===== src/hdl/cwl_pkg.sv =====
// ----------------------------------------------------------------------------
// cwl_pkg
// Shared types and constants for the cyclic waypoint interpolation generator.
// ----------------------------------------------------------------------------
package cwl_pkg;

  localparam int JOINTS_DEF        = 12;
  localparam int MAX_WAYPOINTS_DEF = 8;

  localparam int POS_BITS   = 16;  // signed Q4.12 radians
  localparam int DUR_BITS   = 16;  // duration and tick counter width
  localparam int RATE_BITS  = 16;  // Q0.16 fraction bits
  localparam int CNT_BITS   = 4;   // configuration register width
  localparam int ACT_BITS   = 3;
  localparam int STEP_BITS  = 3;
  localparam int JOINT_BITS = 4;

  localparam logic [RATE_BITS:0] RATE_ONE = {1'b1, {RATE_BITS{1'b0}}};
  localparam logic [CNT_BITS-1:0] WAYPOINT_COUNT_RST = CNT_BITS'(4);

  typedef enum logic [ACT_BITS-1:0] {
    ACT_TICK   = 3'd0,
    ACT_START  = 3'd1,
    ACT_WP_POS = 3'd2,
    ACT_WP_DUR = 3'd3,
    ACT_BEGIN  = 3'd4
  } action_t;

  typedef enum logic [2:0] {
    S_IDLE,
    S_DIV,
    S_MUL,
    S_OUT,
    S_WRAP
  } state_t;

  typedef struct packed {
    logic start;      // latch a tick and set up the divider
    logic div_step;   // one quotient bit
    logic mul;        // multiply for the current joint
    logic out_load;   // load the output register
    logic wrap_step;  // one compare/subtract of the waypoint wrap
  } cmd_t;

  typedef struct packed {
    logic running;
    logic div_done;
    logic slot_free;
    logic last_joint;
    logic advance;
    logic wrap_done;
  } status_t;

endpackage


===== src/hdl/cwl_ram.sv =====
// ----------------------------------------------------------------------------
// cwl_ram
// Generic single-write, single-read RAM with registered read data.
// ----------------------------------------------------------------------------
module cwl_ram #(
  parameter int WIDTH = 16,
  parameter int DEPTH = 96
) (
  input  logic                     clk,
  input  logic                     we,
  input  logic [$clog2(DEPTH)-1:0] wr_addr,
  input  logic [WIDTH-1:0]         wr_data,
  input  logic [$clog2(DEPTH)-1:0] rd_addr,
  output logic [WIDTH-1:0]         rd_data
);

  logic [WIDTH-1:0] mem [DEPTH];

  always_ff @(posedge clk) begin
    if (we) begin
      mem[wr_addr] <= wr_data;
    end
    rd_data <= mem[rd_addr];
  end

endmodule


===== src/hdl/cwl_ctrl.sv =====
// ----------------------------------------------------------------------------
// cwl_ctrl
// Sequencer: divide, then multiply and emit one joint at a time, then wrap on a waypoint advance.
// ----------------------------------------------------------------------------
module cwl_ctrl (
  input  logic             clk,
  input  logic             rst,
  input  logic             in_valid,
  input  logic [2:0]       action,
  output logic             in_ready,
  input  cwl_pkg::status_t status,
  output cwl_pkg::cmd_t    cmd
);

  import cwl_pkg::*;

  state_t state;
  state_t state_next;
  logic   tick_go;

  assign tick_go = in_valid && (action == ACT_TICK) && status.running;

  always_ff @(posedge clk) begin
    if (rst) begin
      state <= S_IDLE;
    end else begin
      state <= state_next;
    end
  end

  always_comb begin
    state_next = state;
    unique case (state)
      S_IDLE: begin
        if (tick_go) state_next = S_DIV;
      end
      S_DIV: begin
        if (status.div_done) state_next = S_MUL;
      end
      S_MUL: begin
        state_next = S_OUT;
      end
      S_OUT: begin
        if (status.slot_free) begin
          if (!status.last_joint) state_next = S_MUL;
          else if (status.advance) state_next = S_WRAP;
          else state_next = S_IDLE;
        end
      end
      S_WRAP: begin
        if (status.wrap_done) state_next = S_IDLE;
      end
      default: state_next = S_IDLE;
    endcase
  end

  always_comb begin
    in_ready = 1'b0;
    cmd      = '0;
    unique case (state)
      S_IDLE: begin
        in_ready  = 1'b1;
        cmd.start = tick_go;
      end
      S_DIV:  cmd.div_step  = 1'b1;
      S_MUL:  cmd.mul       = 1'b1;
      S_OUT:  cmd.out_load  = status.slot_free;
      S_WRAP: cmd.wrap_step = 1'b1;
      default: ;
    endcase
  end

endmodule


===== src/hdl/cwl_datapath.sv =====
// ----------------------------------------------------------------------------
// cwl_datapath
// Storage, Q0.16 rate divider, shared multiply-add and output register.
// ----------------------------------------------------------------------------
module cwl_datapath #(
  parameter int JOINTS        = cwl_pkg::JOINTS_DEF,
  parameter int MAX_WAYPOINTS = cwl_pkg::MAX_WAYPOINTS_DEF
) (
  input  logic                              clk,
  input  logic                              rst,
  input  logic                              cfg_wr_en,
  input  logic [cwl_pkg::CNT_BITS-1:0]      cfg_wr_data,
  input  logic                              in_accept,
  input  logic [cwl_pkg::ACT_BITS-1:0]      action,
  input  logic [cwl_pkg::STEP_BITS-1:0]     step_index,
  input  logic [cwl_pkg::JOINT_BITS-1:0]    joint_index,
  input  logic signed [cwl_pkg::POS_BITS-1:0] position_value,
  input  logic [cwl_pkg::DUR_BITS-1:0]      duration_ticks,
  input  cwl_pkg::cmd_t                     cmd,
  output cwl_pkg::status_t                  status,
  output logic                              out_valid,
  input  logic                              out_ready,
  output logic [cwl_pkg::JOINT_BITS-1:0]    joint_number,
  output logic signed [cwl_pkg::POS_BITS-1:0] setpoint,
  output logic [cwl_pkg::STEP_BITS-1:0]     active_step,
  output logic                              last_joint
);

  import cwl_pkg::*;

  localparam int CW_BITS   = $clog2(MAX_WAYPOINTS);
  localparam int JB        = (JOINTS > 1) ? $clog2(JOINTS) : 1;
  localparam int ADDR_BITS = $clog2(MAX_WAYPOINTS * JOINTS);
  localparam int DCNT_BITS = $clog2(RATE_BITS);

  // configuration and run state
  logic [CNT_BITS-1:0]  waypoint_count;
  logic                 running;
  logic [CW_BITS-1:0]   cw;
  logic [CW_BITS:0]     wrap;
  logic [CW_BITS:0]     used;
  logic [DUR_BITS-1:0]  tick_count;
  logic [POS_BITS-1:0]  start_pos [JOINTS];
  logic [DUR_BITS-1:0]  dur_mem [MAX_WAYPOINTS];

  // divider
  logic [DUR_BITS-1:0]  dur_eff;
  logic [DUR_BITS-1:0]  dur_sel;
  logic [DUR_BITS:0]    rem;
  logic [DUR_BITS:0]    rem_shift;
  logic [RATE_BITS-1:0] quo;
  logic [DCNT_BITS-1:0] div_cnt;
  logic                 ge;
  logic [RATE_BITS:0]   rate;

  // multiply-add
  logic [ADDR_BITS-1:0]        wp_addr;
  logic [ADDR_BITS-1:0]        wr_addr;
  logic [POS_BITS-1:0]         wp_data;
  logic [JB-1:0]               j;
  logic signed [POS_BITS:0]    diff;
  logic signed [RATE_BITS+1:0] rate_s;
  logic signed [POS_BITS+RATE_BITS+2:0] prod;
  logic [POS_BITS-1:0]         s_hold;

  // load decode
  logic [CW_BITS+STEP_BITS-1:0] step_w;
  logic [CW_BITS-1:0]           step_idx;
  logic                         step_ok;
  logic                         joint_ok;
  logic                         wp_we;
  logic [CW_BITS+2:0]           cw_ext;

  assign step_w   = (CW_BITS+STEP_BITS)'(step_index);
  assign step_idx = step_w[CW_BITS-1:0];
  assign step_ok  = step_w < MAX_WAYPOINTS;
  assign joint_ok = joint_index < JOINTS;
  assign wp_we    = in_accept && (action == ACT_WP_POS) && step_ok && joint_ok;
  assign wr_addr  = ADDR_BITS'(step_idx) * ADDR_BITS'(JOINTS) + ADDR_BITS'(joint_index);

  always_comb begin
    if (waypoint_count == '0) begin
      used = (CW_BITS+1)'(1);
    end else if (waypoint_count > MAX_WAYPOINTS) begin
      used = (CW_BITS+1)'(MAX_WAYPOINTS);
    end else begin
      used = (CW_BITS+1)'(waypoint_count);
    end
  end

  // zero duration counts as one tick
  assign dur_sel   = (dur_mem[cw] == '0) ? DUR_BITS'(1) : dur_mem[cw];
  assign rem_shift = {rem[DUR_BITS-1:0], 1'b0};
  assign rate      = ge ? RATE_ONE : {1'b0, quo};
  assign rate_s    = $signed({1'b0, rate});
  assign diff      = $signed({wp_data[POS_BITS-1], wp_data})
                   - $signed({start_pos[j][POS_BITS-1], start_pos[j]});

  cwl_ram #(
    .WIDTH (POS_BITS),
    .DEPTH (MAX_WAYPOINTS * JOINTS)
  ) u_wp_ram (
    .clk     (clk),
    .we      (wp_we),
    .wr_addr (wr_addr),
    .wr_data (position_value),
    .rd_addr (wp_addr),
    .rd_data (wp_data)
  );

  // configuration, loads and run sequencing
  always_ff @(posedge clk) begin
    if (rst) begin
      waypoint_count <= WAYPOINT_COUNT_RST;
      running        <= 1'b0;
      cw             <= '0;
      tick_count     <= '0;
      j              <= '0;
      for (int i = 0; i < JOINTS; i++) begin
        start_pos[i] <= '0;
      end
    end else begin
      if (cfg_wr_en) begin
        waypoint_count <= cfg_wr_data;
      end
      if (in_accept && (action == ACT_BEGIN)) begin
        running <= 1'b1;
      end
      if (in_accept && (action == ACT_START) && !running && joint_ok) begin
        start_pos[JB'(joint_index)] <= position_value;
      end
      // on completion the old target becomes the next start
      if (cmd.mul && ge) begin
        start_pos[j] <= wp_data;
      end
      if (cmd.out_load) begin
        if (j == JB'(JOINTS - 1)) begin
          j          <= '0;
          tick_count <= ge ? '0 : tick_count + DUR_BITS'(1);
          wrap       <= {1'b0, cw} + (CW_BITS+1)'(1);
        end else begin
          j <= j + JB'(1);
        end
      end
      if (cmd.wrap_step) begin
        if (wrap < used) begin
          cw <= wrap[CW_BITS-1:0];
        end else begin
          wrap <= wrap - used;
        end
      end
    end
  end

  always_ff @(posedge clk) begin
    if (in_accept && (action == ACT_WP_DUR) && step_ok) begin
      dur_mem[step_idx] <= duration_ticks;
    end
  end

  // restoring divider: rate = tick_count * 2^16 / duration while tick_count < duration
  always_ff @(posedge clk) begin
    if (cmd.start) begin
      dur_eff <= dur_sel;
      ge      <= tick_count >= dur_sel;
      rem     <= {1'b0, tick_count};
      quo     <= '0;
      div_cnt <= '0;
      wp_addr <= ADDR_BITS'(cw) * ADDR_BITS'(JOINTS);
    end else if (cmd.div_step) begin
      div_cnt <= div_cnt + DCNT_BITS'(1);
      if (rem_shift >= {1'b0, dur_eff}) begin
        rem <= rem_shift - {1'b0, dur_eff};
        quo <= {quo[RATE_BITS-2:0], 1'b1};
      end else begin
        rem <= rem_shift;
        quo <= {quo[RATE_BITS-2:0], 1'b0};
      end
    end else if (cmd.mul) begin
      // advance now so the next joint's target is ready at its multiply
      wp_addr <= wp_addr + ADDR_BITS'(1);
    end
  end

  always_ff @(posedge clk) begin
    if (cmd.mul) begin
      prod   <= rate_s * diff;
      s_hold <= start_pos[j];
    end
  end

  // output register; floor of prod / 2^16 is the arithmetic upper part
  assign cw_ext = (CW_BITS+3)'(cw);

  always_ff @(posedge clk) begin
    if (rst) begin
      out_valid <= 1'b0;
    end else if (cmd.out_load) begin
      out_valid <= 1'b1;
    end else if (out_ready) begin
      out_valid <= 1'b0;
    end
  end

  always_ff @(posedge clk) begin
    if (cmd.out_load) begin
      joint_number <= JOINT_BITS'(j);
      setpoint     <= prod[POS_BITS+RATE_BITS-1:RATE_BITS] + s_hold;
      active_step  <= cw_ext[STEP_BITS-1:0];
      last_joint   <= (j == JB'(JOINTS - 1));
    end
  end

  assign status.running    = running;
  assign status.div_done   = (div_cnt == DCNT_BITS'(RATE_BITS - 1));
  assign status.slot_free  = !out_valid || out_ready;
  assign status.last_joint = (j == JB'(JOINTS - 1));
  assign status.advance    = ge;
  assign status.wrap_done  = wrap < used;

  a_rem_below_divisor: assert property (@(posedge clk) disable iff (rst)
    (cmd.div_step && !ge) |-> (rem < {1'b0, dur_eff}))
    else $error("divider remainder reached the divisor");

  a_joint_in_range: assert property (@(posedge clk) disable iff (rst)
    j < JOINTS)
    else $error("joint counter out of range");

  a_load_into_free_slot: assert property (@(posedge clk) disable iff (rst)
    cmd.out_load |-> (!out_valid || out_ready))
    else $error("output register overwritten before it was taken");

  a_count_clears_on_advance: assert property (@(posedge clk) disable iff (rst)
    (cmd.out_load && status.last_joint && ge) |=> (tick_count == '0))
    else $error("tick count not cleared on waypoint advance");

endmodule


===== src/hdl/cyclic_waypoint_lerp_generator_unit.sv =====
// ----------------------------------------------------------------------------
// cyclic_waypoint_lerp_generator_unit
// Linear joint setpoint generator over a cyclic table of waypoints.
// ----------------------------------------------------------------------------
// Load, begin and idle ticks give no result.
// A running tick is accepted and runs the 16-step bit-serial rate divider, then a multiply
// on the shared multiply-add and an output load for each joint in turn, then the
// compare/subtract wrap steps on a waypoint advance; output stalls hold the sequence.
// Reset: not running, waypoint 0, tick count 0, start positions 0, count 4.
module cyclic_waypoint_lerp_generator_unit #(
  parameter int JOINTS        = cwl_pkg::JOINTS_DEF,
  parameter int MAX_WAYPOINTS = cwl_pkg::MAX_WAYPOINTS_DEF
) (
  input  logic                                clk,
  input  logic                                rst,
  input  logic                                cfg_wr_en,
  input  logic [cwl_pkg::CNT_BITS-1:0]        cfg_wr_data,
  input  logic                                in_valid,
  output logic                                in_ready,
  input  logic [cwl_pkg::ACT_BITS-1:0]        action,
  input  logic [cwl_pkg::STEP_BITS-1:0]       step_index,
  input  logic [cwl_pkg::JOINT_BITS-1:0]      joint_index,
  input  logic signed [cwl_pkg::POS_BITS-1:0] position_value,
  input  logic [cwl_pkg::DUR_BITS-1:0]        duration_ticks,
  output logic                                out_valid,
  input  logic                                out_ready,
  output logic [cwl_pkg::JOINT_BITS-1:0]      joint_number,
  output logic signed [cwl_pkg::POS_BITS-1:0] setpoint,
  output logic [cwl_pkg::STEP_BITS-1:0]       active_step,
  output logic                                last_joint
);

  import cwl_pkg::*;

  cmd_t    cmd;
  status_t status;
  logic    in_accept;

  assign in_accept = in_valid && in_ready;

  cwl_ctrl u_ctrl (
    .clk      (clk),
    .rst      (rst),
    .in_valid (in_valid),
    .action   (action),
    .in_ready (in_ready),
    .status   (status),
    .cmd      (cmd)
  );

  cwl_datapath #(
    .JOINTS        (JOINTS),
    .MAX_WAYPOINTS (MAX_WAYPOINTS)
  ) u_datapath (
    .clk            (clk),
    .rst            (rst),
    .cfg_wr_en      (cfg_wr_en),
    .cfg_wr_data    (cfg_wr_data),
    .in_accept      (in_accept),
    .action         (action),
    .step_index     (step_index),
    .joint_index    (joint_index),
    .position_value (position_value),
    .duration_ticks (duration_ticks),
    .cmd            (cmd),
    .status         (status),
    .out_valid      (out_valid),
    .out_ready      (out_ready),
    .joint_number   (joint_number),
    .setpoint       (setpoint),
    .active_step    (active_step),
    .last_joint     (last_joint)
  );

endmodule


===== config.mk =====
export PLATFORM = sky130hd
export DESIGN_NAME = cyclic_waypoint_lerp_generator_unit
export DESIGN_NICKNAME = d
export VERILOG_FILES = /design/src/hdl/cwl_pkg.sv /design/src/hdl/cwl_ram.sv /design/src/hdl/cwl_ctrl.sv /design/src/hdl/cwl_datapath.sv /design/src/hdl/cyclic_waypoint_lerp_generator_unit.sv
export SDC_FILE = /design/constraint.sdc
export NUM_CORES = 2
export LEC_CHECK = 0
export ABC_AREA = 1
export BUFFER_PORTS_ARGS = -buffer_cell sky130_fd_sc_hd__buf_2
export CAP_MARGIN = 20
export CORE_MARGIN = 1.5
export CORE_UTILIZATION = 40
export CTS_CLUSTER_SIZE = 16
export DETAILED_ROUTE_END_ITERATION = 10
export PLACE_DENSITY = 0.66
export SETUP_SLACK_MARGIN = 0.2
export SLEW_MARGIN = 20
export SYNTH_ARGS = -nofsm -noshare
export SYNTH_HDL_FRONTEND = slang
export SYNTH_HIERARCHICAL = 1
export SYNTH_SLANG_ARGS = --single-unit

===== constraint.sdc =====
create_clock -name clk -period 12.15 [get_ports clk]
set_input_delay 1.215 -clock clk [delete_from_list [all_inputs] [get_ports clk]]
set_output_delay 1.215 -clock clk [all_outputs]
set_load 0.03 [all_outputs]

==> reports/results.ini <==
[cts]
clkSinkCount=2095
clk_pin_slew_ns=0.06
h-tree-depth=4
tritoncts=done
insertion_delay_ns=0.91
postCtsSetupBuffers=0
root_buffer=clkbuf_16
cts_hold_buf=0
cts-resized-gates=0
max-clock-path-buffers=3
numCtsBuffers=209

[cells_and_area]
layout_common_cells=nand2_1, edfxtp_1, nand3_1, inv_1, o21ai_0
final_common_cell=nand2_1
final_nets=9704
area_growth_pct=10.2
layout-drive-gt1-share_pct=7.00

[logic_synthesis]
synth_compound_area_share_pct=6.11
synthAdderAreaFrac_pct=6.99
avgSynthCellArea_um2=10.8
ys_ff_latch=2095
ys_async_sr_fraction_pct=0
synth_xor_area_share_pct=0.512
synthesis.nets=9768
synthMuxAreaShare_pct=0.748
ys_seq_area_share_pct=61.9
synth_top_family_by_area=simple AND/OR/NAND/NOR gates
netlist_instances=9294
yosysUniqueCellTypes=63
synth-edff-count=2018
yosysWarnings=6
netlist_area_mm2=0.100
synthSimpleGateAreaFrac_pct=18.2
synth_ff_type=edfxtp_1

[die]
die_area_mm2=0.254
num_rows=183
start_util_pct=40.3
fp.dieH_um=504
die_x_um=504
pin_count=77
core_area_mm2=0.249

[global_route]
grt-ovfl-total=0
grt_max_degree=199
track_usage_pct=21.5
grt_pass1_vias=67020
antenna_found_initial=8
grt_pass1_wl_mm=419

[timing]
hold_violations=0
finalSetupViolCount=0
max_freq_mhz=108
tns_ns=0
finalMaxSlewViolations=0
finalCriticalPeriod_ns=9.25
finalClockSkew_ns=0.107
rsz0062_at_grt=false
relSlewSlack_pct=19.5
tightest_slew_ns=1.19
fin_crit_sh_pct=76.2

[placed_design]
port-buffer-count=76
gp_congestion=0.924
dp_hpwl_mm=170

[min_path]
min_path_type=flop to flop

[worst_setup_path]
path_common_cell=inv_1
crit_required_ns=12.72
worst_path_largest_cell_delay_ns=0.59
crit_fanout=38
worst-setup-path-type=flop to flop
crit_family=adder cells
critPathArrivalTime_ns=9.82
worst-path-buf-inv=11
end_kind=flop
cp-start-kind=flop
critPathSlowestCell=inv_2

[drt]
vias=69836
first_pass_iters=7
dr.first_iter.drc_count=7880
post_drt_wl_per_cell_um=21.9
drt.antenna.violating_nets=0
drc=0
wl_mm=280
vias_per_cell=5.48

[flow_run]
maxCapViolations=0

[status]
status=finished clean

-- cells by family after synthesis --
group,after synthesis
adder cells (fa/ha/maj),423
AO/OA/AOI/OAI,1108
AND/OR/NAND/NOR,4289
XOR/XNOR,57
buffers and inverters,1247
multiplexers,75
flip-flops,2095
-- path summary, 6_finish.rpt --
kind	startpoint	to	slack, ns	cells after the start
setup / recovery	flop	u_datapath/prod[27]$_DFFE_PP_	2.90	37
hold / removal	u_datapath/quo[15]$_SDFFE_PP0P_	u_datapath/quo[15]$_SDFFE_PP0P_	0.48	2
setup reg to reg	flop	u_datapath/prod[27]$_DFFE_PP_	2.90	37
hold reg to reg	u_datapath/quo[15]$_SDFFE_PP0P_	u_datapath/quo[15]$_SDFFE_PP0P_	0.48	2
-- cell usage after synthesis, types with 89 or more instances --
| master | n | area (µm²) |
|---|---|---|
| nand2_1 | 2233 | 8380 |
| edfxtp_1 | 2018 | 60600 |
| nand3_1 | 1302 | 6520 |
| inv_1 | 679 | 2550 |
| nor2_1 | 602 | 2260 |
| o21ai_0 | 592 | 2960 |
| a21oi_1 | 263 | 1320 |
| fa_1 | 230 | 4600 |
| ha_1 | 193 | 2410 |
| clkbuf_1 | 191 | 717 |
| buf_2 | 171 | 856 |
| o211ai_1 | 89 | 668 |
-- through the flow --
stage                     instances  cell area (µm²)  setup slack (ns)  hold slack, ns  utilization (%)
after floorplan                9294           100000              4.51           0.409                -
after global placement        12342           104000              2.89           0.459             41.6
after detailed placement      12348           104000              2.91           0.470             41.7
after CTS                     12729           111000              2.93           0.483             44.4
after global routing          12732           111000              2.27           0.501             44.4
final                         12737           111000              2.90           0.483             44.4
-- routing by layer --
layer,vias to the layer above,global-route usage [%],wire (µm)
li1,31931,-,-
met4,4,7.45,9940
met2,3138,34.3,130000
met5,-,0,21
met3,516,3.65,23700
met1,34247,29.6,116000
-- worst min-delay path: stages, from the launching register on --
cell and delay, ns:
dfxtp_1 0.29, inv_1 0.06, o22ai_1 0.07
-- state kept, by name, summed over array words and instances (netlist names), 7 cells and up, named ones only --
register	count
u_datapath/u_wp_ram/mem	1536
u_datapath/start_pos	256
u_datapath/dur_mem	128
u_datapath/dur_eff	16
u_datapath/prod	16
u_datapath/quo	16
u_datapath/rem	16
u_datapath/s_hold	16
u_datapath/setpoint	16
u_datapath/tick_count	16
u_datapath/u_wp_ram/rd_data	16
u_datapath/wp_addr	7
-- area by class of cell --
type                       instances  area [µm²]
timing repair buffer             264        2050
multi-input combinational       5952       32800
fill                           22826      139000
clock inverter                   113        1180
tap                             3330        4170
sequential                      2095       62200
antenna                            7        17.5
inverter                         708        2690
clock buffer                     268        5570
Power is not shown: default switching activity piles up to over one toggle a cycle in this logic, so the estimate is an artifact.
